[config.mk]
export PLATFORM = sky130hd
export DESIGN_NAME = nbcf_ctrl
export DESIGN_NICKNAME = d
export VERILOG_FILES = /design/src/rtl/core/note_biquad_cascade_filterbank_unit_defines.svh /design/src/rtl/core/nbcf_pkg.sv /design/src/rtl/core/nbcf_ctrl.sv
export SDC_FILE = /design/constraint.sdc
export NUM_CORES = 1
export LEC_CHECK = 0
export BUFFER_PORTS_ARGS = -buffer_cell sky130_fd_sc_hd__buf_2
export CAP_MARGIN = 20
export CORE_AREA = 3 3 65 97
export DETAILED_ROUTE_END_ITERATION = 16
export DIE_AREA = 0 0 68 100
export PLACE_DENSITY_LB_ADDON = 0.08
export SKIP_CTS_REPAIR_TIMING = 1
export SLEW_MARGIN = 20
export SYNTH_ARGS = -nofsm -noshare
export SYNTH_HDL_FRONTEND = slang
export SYNTH_SLANG_ARGS = --single-unit
export TNS_END_PERCENT = 50
[constraint.sdc]
create_clock -name clk -period 13.3 [get_ports clk]
set_input_delay 1.33 -clock clk [delete_from_list [all_inputs] [get_ports clk]]
set_output_delay 1.33 -clock clk [all_outputs]
set_load 0.02 [all_outputs]
[src/rtl/core/note_biquad_cascade_filterbank_unit_defines.svh]
// ---------------------------------------------------------------------------
// Assertion macros for the note biquad filterbank
// Shared property forms; clk and rst_n come from the using scope.
// ---------------------------------------------------------------------------
`ifndef NOTE_BIQUAD_CASCADE_FILTERBANK_UNIT_DEFINES_SVH
`define NOTE_BIQUAD_CASCADE_FILTERBANK_UNIT_DEFINES_SVH

// same-cycle implication
`define NBCF_ASSERT_NOW(lbl, ante, cons, msg) \
  lbl: assert property (@(posedge clk) disable iff (!rst_n) (ante) |-> (cons)) else $error(msg);

// next-cycle implication
`define NBCF_ASSERT_NEXT(lbl, ante, cons, msg) \
  lbl: assert property (@(posedge clk) disable iff (!rst_n) (ante) |=> (cons)) else $error(msg);

`endif

[src/rtl/core/nbcf_pkg.sv]
// ---------------------------------------------------------------------------
// nbcf_pkg
// Types, constants and helpers shared by the filterbank modules.
// ---------------------------------------------------------------------------
`timescale 1ns / 1ps

package nbcf_pkg;

  localparam int NUM_NOTES          = 128;
  localparam int NUM_CHANNELS       = 2;
  localparam int CLASSES_PER_OCTAVE = 12;
  localparam int SAMPLE_WIDTH       = 24;
  localparam int NUM_COEFS          = 5;

  localparam int NOTE_W   = 7;
  localparam int CH_W     = 1;
  localparam int IDX_W    = 3;
  localparam int CLASS_W  = 4;
  localparam int XSHIFT   = 25 - SAMPLE_WIDTH;
  localparam int COEF_AW  = 1 + NOTE_W + IDX_W;
  localparam int HIST_AW  = 1 + NOTE_W;
  localparam int COEF_DEPTH = 1 << COEF_AW;
  localparam int HIST_DEPTH = 1 << HIST_AW;

  // register map (word index)
  typedef enum logic [2:0] {
    REG_PROT   = 3'd0,
    REG_FIRST  = 3'd1,
    REG_LAST   = 3'd2,
    REG_WET    = 3'd3,
    REG_BOOST  = 3'd4,
    REG_GAIN   = 3'd5
  } reg_idx_e;

  // datapath operations
  typedef enum logic [3:0] {
    OP_NONE,
    OP_LOAD,
    OP_WRCOEF,
    OP_RD,
    OP_MULX,
    OP_Y,
    OP_B1,
    OP_B2,
    OP_A1,
    OP_HWR,
    OP_GAIN,
    OP_RES,
    OP_BYP
  } op_e;

  typedef struct packed {
    logic [11:0] prot;
    logic [NOTE_W-1:0] first_note;
    logic [NOTE_W-1:0] last_note;
    logic        wet;
    logic        boost_en;
    logic [15:0] gain;
  } cfg_t;

  typedef struct packed {
    logic                           cmd;
    logic [CH_W-1:0]                channel;
    logic signed [SAMPLE_WIDTH-1:0] sample_in;
    logic                           bank_select;
    logic [NOTE_W-1:0]              note_number;
    logic [IDX_W-1:0]               coef_index;
    logic signed [31:0]             coef_value;
  } item_t;

  typedef struct packed {
    op_e               op;
    logic              bank;
    logic [NOTE_W-1:0] note;
    logic [IDX_W-1:0]  idx;
  } cmd_t;

  typedef struct packed {
    logic out_free;
  } dp_status_t;

  // one section's history words, Q8.32
  typedef struct packed {
    logic signed [39:0] s2;
    logic signed [39:0] s1;
  } hist_t;

  typedef hist_t [NUM_CHANNELS-1:0] hist_row_t;

  // note -> pitch class, constant table
  function automatic logic [CLASS_W-1:0] pitch_class(input logic [NOTE_W-1:0] n);
    logic [CLASS_W-1:0] r;
    r = '0;
    for (int i = 0; i < NUM_NOTES; i++) begin
      if (n == NOTE_W'(i)) r = CLASS_W'(i % CLASSES_PER_OCTAVE);
    end
    return r;
  endfunction

  // saturate to a signed width
  function automatic logic signed [63:0] sat_s(input logic signed [63:0] v,
                                               input int unsigned bits);
    logic signed [63:0] lim;
    lim = 64'sd1 <<< (bits - 1);
    if (v > lim - 64'sd1) return lim - 64'sd1;
    else if (v < -lim) return -lim;
    else return v;
  endfunction

endpackage

[src/rtl/core/nbcf_ctrl.sv]
// ---------------------------------------------------------------------------
// nbcf_ctrl
// Sequencer: scans cut notes, then boost notes if a cut section is active; steps each active section.
// ---------------------------------------------------------------------------
`timescale 1ns / 1ps

module nbcf_ctrl (
  input  logic                clk,
  input  logic                rst_n,
  input  nbcf_pkg::cfg_t      cfg,
  input  logic                in_valid,
  output logic                in_ready,
  input  nbcf_pkg::item_t     item,
  input  nbcf_pkg::dp_status_t status,
  output nbcf_pkg::cmd_t      cmd
);
  import nbcf_pkg::*;

  typedef enum logic [3:0] {
    ST_IDLE, ST_SCAN, ST_S0, ST_S1, ST_S2, ST_S3, ST_S4, ST_S5, ST_S6,
    ST_GAIN, ST_RES
  } state_t;

  state_t            state_r, state_nxt;
  logic              bank_r, bank_nxt;
  logic [NOTE_W-1:0] note_r, note_nxt;
  logic              found_r, found_nxt;
  logic              bypass_r, bypass_nxt;

  logic [NOTE_W-1:0] lo_w, hi_w;
  logic              prot_w, inr_w, active_w;

  // section activity for the current bank and note
  always_comb begin
    if (cfg.first_note > cfg.last_note) begin
      lo_w = cfg.last_note;
      hi_w = cfg.first_note;
    end else begin
      lo_w = cfg.first_note;
      hi_w = cfg.last_note;
    end
    prot_w = cfg.prot[pitch_class(note_r)];
    inr_w  = (|cfg.prot) && (note_r >= lo_w) && (note_r <= hi_w);
    if (!bank_r) active_w = inr_w && (cfg.wet ? prot_w : !prot_w);
    else         active_w = inr_w && (cfg.wet ? !prot_w : prot_w) && cfg.boost_en;
  end

  // next state and commands
  always_comb begin
    state_nxt  = state_r;
    bank_nxt   = bank_r;
    note_nxt   = note_r;
    found_nxt  = found_r;
    bypass_nxt = bypass_r;
    cmd.op     = OP_NONE;
    cmd.bank   = bank_r;
    cmd.note   = note_r;
    cmd.idx    = '0;
    in_ready   = 1'b0;

    case (state_r)
      ST_IDLE: begin
        in_ready = 1'b1;
        if (in_valid) begin
          if (item.cmd) begin
            if ((int'(item.coef_index) < NUM_COEFS) &&
                (int'(item.note_number) < NUM_NOTES)) cmd.op = OP_WRCOEF;
          end else if (int'(item.channel) < NUM_CHANNELS) begin
            cmd.op     = OP_LOAD;
            state_nxt  = ST_SCAN;
            bank_nxt   = 1'b0;
            note_nxt   = '0;
            found_nxt  = 1'b0;
            bypass_nxt = 1'b0;
          end
        end
      end
      ST_SCAN, ST_S6: begin
        if (state_r == ST_S6) cmd.op = OP_HWR;
        if ((state_r == ST_SCAN) && active_w) begin
          state_nxt = ST_S0;
          if (!bank_r) found_nxt = 1'b1;
        end else if (int'(note_r) == NUM_NOTES - 1) begin
          if (!bank_r) begin
            if (!found_r) begin
              bypass_nxt = 1'b1;
              state_nxt  = ST_RES;
            end else begin
              bank_nxt  = 1'b1;
              note_nxt  = '0;
              state_nxt = ST_SCAN;
            end
          end else begin
            state_nxt = ST_GAIN;
          end
        end else begin
          note_nxt  = note_r + 1'b1;
          state_nxt = ST_SCAN;
        end
      end
      ST_S0: begin cmd.op = OP_RD;   cmd.idx = 3'd0; state_nxt = ST_S1; end
      ST_S1: begin cmd.op = OP_MULX; cmd.idx = 3'd1; state_nxt = ST_S2; end
      ST_S2: begin cmd.op = OP_Y;    cmd.idx = 3'd2; state_nxt = ST_S3; end
      ST_S3: begin cmd.op = OP_B1;   cmd.idx = 3'd3; state_nxt = ST_S4; end
      ST_S4: begin cmd.op = OP_B2;   cmd.idx = 3'd4; state_nxt = ST_S5; end
      ST_S5: begin cmd.op = OP_A1;   state_nxt = ST_S6; end
      ST_GAIN: begin
        cmd.op    = OP_GAIN;
        state_nxt = ST_RES;
      end
      ST_RES: begin
        if (status.out_free) begin
          cmd.op    = bypass_r ? OP_BYP : OP_RES;
          state_nxt = ST_IDLE;
        end
      end
      default: state_nxt = ST_IDLE;
    endcase
  end

  // state registers
  always_ff @(posedge clk) begin
    if (!rst_n) begin
      state_r  <= ST_IDLE;
      bank_r   <= 1'b0;
      note_r   <= '0;
      found_r  <= 1'b0;
      bypass_r <= 1'b0;
    end else begin
      state_r  <= state_nxt;
      bank_r   <= bank_nxt;
      note_r   <= note_nxt;
      found_r  <= found_nxt;
      bypass_r <= bypass_nxt;
    end
  end

endmodule

======== Yosys cells after proc, flatten, opt, wreduce, memory -nomap -nowiden ========
Cells that the tools add are included.
storage, ports and cells
  memory bits (writable) .................. 0
  ROM bits ................................ 0
  bits in latches ......................... 0
  logic and storage cells ................. 348
  output and inout bits ................... 16
  bits in registers ....................... 14
  input bits .............................. 117
  memories kept ........................... 0
operators by class
  divide/modulo/power cells ............... 0
  add/sub/neg operators ................... 1
  multipliers ............................. 0
  muxes and demuxes ....................... 173
  bitwise logic cells ..................... 0
  reduce and logical (&&, ||, !) cells .... 16
  $lt $le $gt $ge ......................... 5
  equal/unequal tests ..................... 148
  shift-type cells ........................ 0
operators by type and width
  operator                                       count
  2-to-1 mux 4 bit                               137
  == test 7 bit, second input constant           64
  == test 7 x 6 -> 1 bit, second input constant  32
  == test 7 x 5 -> 1 bit, second input constant  16
  one-hot mux 4 bit (10 select lines)            2
  == test 7 x 4 -> 1 bit, second input constant  8
  2-to-1 mux 7 bit                               8
  == test 7 x 3 -> 1 bit, second input constant  4
  2-to-1 mux 1 bit                               18
  == test 4 x 3 -> 1 bit, second input constant  4
  inequality test 2 bit, second input constant   8
  == test 7 x 1 -> 1 bit, second input constant  2
  == test 7 x 2 -> 1 bit, second input constant  2
  one-hot mux 7 bit (2 select lines)             1
  == test 4 bit, second input constant           3
  one-hot mux 3 bit (4 select lines)             1
  OR reduction 12 bit                            1
  AND reduction 5 bit                            2
  == test 4 x 2 -> 1 bit, second input constant  2
  adder 7 x 1 -> 7 bit, second input constant    1
  >= comparator 7 bit                            1
  > comparator 7 bit                             1
  <= comparator 7 bit                            1
  AND reduction 7 bit                            1
  other kinds (15)                               23

======== Logic depth before layout (Yosys ltp) ========
  depth after elaboration ................. 138
  mapped depth ............................ 27
  depth with buffers taken out ............ 25

======== Worst setup path after synthesis ========
No wires, ideal clock.
  path type ............................... input-to-reg
  from .................................... input cfg[19] (netlist bit)
  to ...................................... register state_r[0]
  buffers on the path ..................... 2
  setup time .............................. 0.130 ns
  stages .................................. 26
  slack ................................... 8.026 ns
  data arrival time ....................... 5.144 ns
  data required time ...................... 13.170 ns
  path through ............................ inv_1 > ha_1 > nor2b_1 > o21a_1 > o21ai_0 > nand2b_1 > a21oi_1 > nor2b_1 > o21ai_0 > nand2b_1 > o21a_1 > buf_1 > mux2i_1 > ha_1 > nor2b_1 > o21a_1 > o21a_1 > o21a_1 > o21a_1 > o21a_1 > o22a_1 > nor3_1 > o21ai_1 > buf_4 > a32oi_1 > nor2_1
on the way
  cells in the longest elaborated chain, start to end .. 11
  elaborated cells on any way between the ends .. 14
  those cells by class .................... 3 x order compare; 5 x mux; 6 x reduce/logical
RTL lines
  element                                RTL line          source
  start, declared                        nbcf_ctrl.sv:10   input nbcf_pkg::cfg_t cfg,
  > comparator 7 bit                     nbcf_ctrl.sv:35   if (cfg.first_note > cfg.last_note) begin
  2-to-1 mux 7 bit                       nbcf_ctrl.sv:35
  >= comparator 7 bit                    nbcf_ctrl.sv:43   inr_w = (|cfg.prot) && (note_r >= lo_w) && (note_r <= hi_w);
  logical AND 1 bit                      nbcf_ctrl.sv:43
  logical AND 1 bit *                    nbcf_ctrl.sv:43
  logical AND 1 bit (2 in a row)         nbcf_ctrl.sv:45   else active_w = inr_w && (cfg.wet ? !prot_w : prot_w) && cfg.boost_en;
  2-to-1 mux 1 bit *                     nbcf_ctrl.sv:44   if (!bank_r) active_w = inr_w && (cfg.wet ? prot_w : !prot_w);
  logical AND 1 bit *                    nbcf_ctrl.sv:80   if ((state_r == ST_SCAN) && active_w) begin
  2-to-1 mux 4 bit *                     nbcf_ctrl.sv:80
  one-hot mux 4 bit (10 select lines) *  nbcf_ctrl.sv:61   case (state_r)
  end signal, assigned                   nbcf_ctrl.sv:130  state_r <= state_nxt;
  end, declared                          nbcf_ctrl.sv:24   state_t state_r, state_nxt;
Mark *: on every way between the ends. The rest lies on a longest branch, timed or not.
A chain may end at the register's enable or synchronous reset.

======== Worst setup path in the final report ========
  from .................................... input cfg[19] (netlist bit)
  to ...................................... register note_r[6]
on the way
  cells in the longest elaborated chain, start to end .. 11
  elaborated cells on any way between the ends .. 14
  those cells by class .................... 3 x order compare; 1 x eq/ne; 3 x mux; 7 x reduce/logical
RTL lines
  element                            RTL line          source
  > comparator 7 bit                 nbcf_ctrl.sv:35
  2-to-1 mux 7 bit                   nbcf_ctrl.sv:35
  >= comparator 7 bit                nbcf_ctrl.sv:43
  logical AND 1 bit                  nbcf_ctrl.sv:43
  logical AND 1 bit *                nbcf_ctrl.sv:43
  logical AND 1 bit (2 in a row)     nbcf_ctrl.sv:45
  2-to-1 mux 1 bit *                 nbcf_ctrl.sv:44
  logical AND 1 bit *                nbcf_ctrl.sv:80
  inequality test 2 bit (no line) *  n/a
  AND reduction 6 bit (no line) *    n/a
  end signal, assigned               nbcf_ctrl.sv:132  note_r <= note_nxt;
  end, declared                      nbcf_ctrl.sv:26   logic [NOTE_W-1:0] note_r, note_nxt;
Marks and branches as above.

==> out/qor.txt <==
status = finished clean
fin. max-slew vios = 0
total core area = 5530 sq um
TritonRoute pass-1 iters = 4
Nets = 504
beginning of the critical path = cfg[19]
Max Used Layer = met4
ANT nets after route = 0
area delta synth->final = 12.1%
largest cells by area after synthesis = ha_1 (13%), dfxtp_1 (12%), mux2i_1 (6.3%), nor2_1 (5.1%), nand2_1 (4.4%)
vias in the first global route = 2,386
CTS tree = built
Initial Util = 42.8%
crit path DAT = 5950 ps
main combinational cell family by area after synthesis = simple AND/OR/NAND/NOR gates
initial antenna violation count = 0
Max Fanout on Critical Path = 13
setup_tns = 0 ps
Routability Congestion = 0.871
register bit total from synthesis = 14
WP data required = 13,420 ps
total wire length = 6.37 mm
Mapped Area = 2370 sq um
CTS root buf = clkbuf_8
DR DRC count = 0
Hold Path Class = reg2reg
Ports = 133
Overflow after GRT = 0
worst hold stages = 2
std cell rows = 33
Max-Cap Viols = 0
Peak supply drop = 37.3 uV
hold path start = bypass_r
Worst-path clk slew = 60 ps
die extent in y = 100 um
largest net degree at the start of global routing = 26
max_slew headroom = 37.6%
GRT Total Usage = 19.0%
post-DP HPWL = 5.01 mm
clk_skew = 4.91 ps
Metal-1 WL = 2.75 mm
metal2 WL = 3.25 mm
Die Area = 6800 sq um
Syn. warnings = 0
leading area contributor after synthesis = ha_1
Vias = 2,508
antenna cells = 0
RSZ-0062 raised after global routing = no
final hold violation count = 0
DRT iter0 DRCs = 85
reg-to-reg startpoint = note_r[1]
Final period util = 43.8%
r2r setup slk = 8740 ps
number of flops mapped to enable cells by yosys = 0
Tmin final = 5830 ps
kind of critical path = in2reg
fillers = 588
DIE WIDTH = 68 um
leading cell type in the layout, fill and taps excluded = buf_2
clock sinks = 14
Worst Setup End Kind = flop
register area share after synthesis = 11.8%
P per Cell Area = 50.2 nW/um^2
worst-case clock buffer depth = 2
first-pass GRT wire length = 10.5 mm
Pleak = 1.21 nW
top_reg_cell synth = dfxtp_1
DR vias/cell = 5.82
syn avg cell area = 7.20 sq um
Post-Synth Adder-Cell Area = 13.2%
post-DR wirelength/cell = 14.8 um
met3 wire len = 313 um
Post-synth ARST share = 0%
Syn Nets = 471
H-Tree Depth = 1
Yosys cell types = 63
most frequent cells in the layout = buf_2 (51), nor2_1 (32), nand2_1 (28)
Tot Pwr = 0.133 mW
fraction of layout cells with a size suffix above 1 = 19.1%
CP Launch Type = primary input
final setup vio count = 0
Synth Area in Compound Gates = 27.5%
IO buf count = 51
xor and xnor fraction of the mapped netlist area = 1.85%
highest clock rate = 0.172 GHz
CTS Buf Count = 3
reg2reg path depth = 13
Synth Instances = 329
Synth top area share = 13.2%
worst skew pair latency = 250 ps
Simple-Gate Fraction of Synth Area = 30.6%
post-synthesis mux area share = 7.29%
Slew @ Worst Pin = 929 ps
critical path: stages:
cell      delay [ps]
buf_2            100
inv_1             40
ha_1             290
nor2b_1          130
o21a_1           160
o21ai_0          150
nand2b_1          80
a21oi_1          140
nor2b_1           60
o21ai_0          160
nand2b_1         150
o21a_1           350
nand2_1          140
o21ai_0          100
ha_1             290
nand2b_1         130
a21o_1           170
a21o_1           170
a21oi_1          180
nor2b_1           60
o21ai_0          150
a21o_1           180
nor3_1            60
o21ai_1          490
nor2b_1          490
o211ai_1         160
cell type report:
class / instances / area (sq um) / area share, %
clock buffer: 4 / 55.1 / 2.07
inverter: 19 / 71.3 / 2.69
multi-input combinational: 273 / 1900 / 71.8
sequential: 14 / 280 / 10.6
tap: 70 / 87.6 / 3.30
timing repair buffer: 51 / 255 / 9.62
synth_stat cells, drive strengths merged, types with 8 or more instances:
master and n:
a21oi 15, buf 13, clkbuf 10, dfxtp 14, ha 25, inv 19, mux2i 15, nand2 29
nand4 9, nor2 32, nor2b 11, nor4 8, o21a 12, o21ai 18
report_power, final:
group | internal, mW | total (mW) | switching, mW
Clock | 0.0262 | 0.0414 | 0.0152
Sequential | 0.0427 | 0.0443 | 0.00151
Combinational | 0.0212 | 0.0475 | 0.0263
kinds of logic after synthesis:
logic type | after synthesis
buf+inv | 42
flops | 14
xor+xnor | 5
fa+ha+maj | 25
compound gates | 90
simple gates | 136
mux | 17
stage by stage:
step                cell area (sq um)  std cells  setup WS, ps  util [%]  hold slack (ps)
CTS                              2650        431          7390      48.0              504
finish                           2650        431          7470      48.0              509
floorplan                        2370        329          8030         -              446
global placement                 2600        427          7210      47.0              492
global route                     2650        431          6920      48.0              552
detailed placement               2600        427          7140      47.0              489
state kept, by name, indices dropped and copies added (netlist names):
name	count
bypass_r	1
note_r	7
state_r	4
found_r	1
bank_r	1
metal layers:
| metal | track usage, % | vias to the layer above |
|---|---|---|
| li1 | - | 1274 |
| met1 | 23.7 | 1159 |
| met2 | 34.6 | 69 |
| met3 | 1.46 | 6 |
| met4 | 3.68 | 0 |
| met5 | 0 | - |
worst paths after layout:
check              end
max reg2reg  note_r[6]
max          note_r[6]
min reg2reg   bypass_r
min           bypass_r
Power figures use the tool's default switching activity.
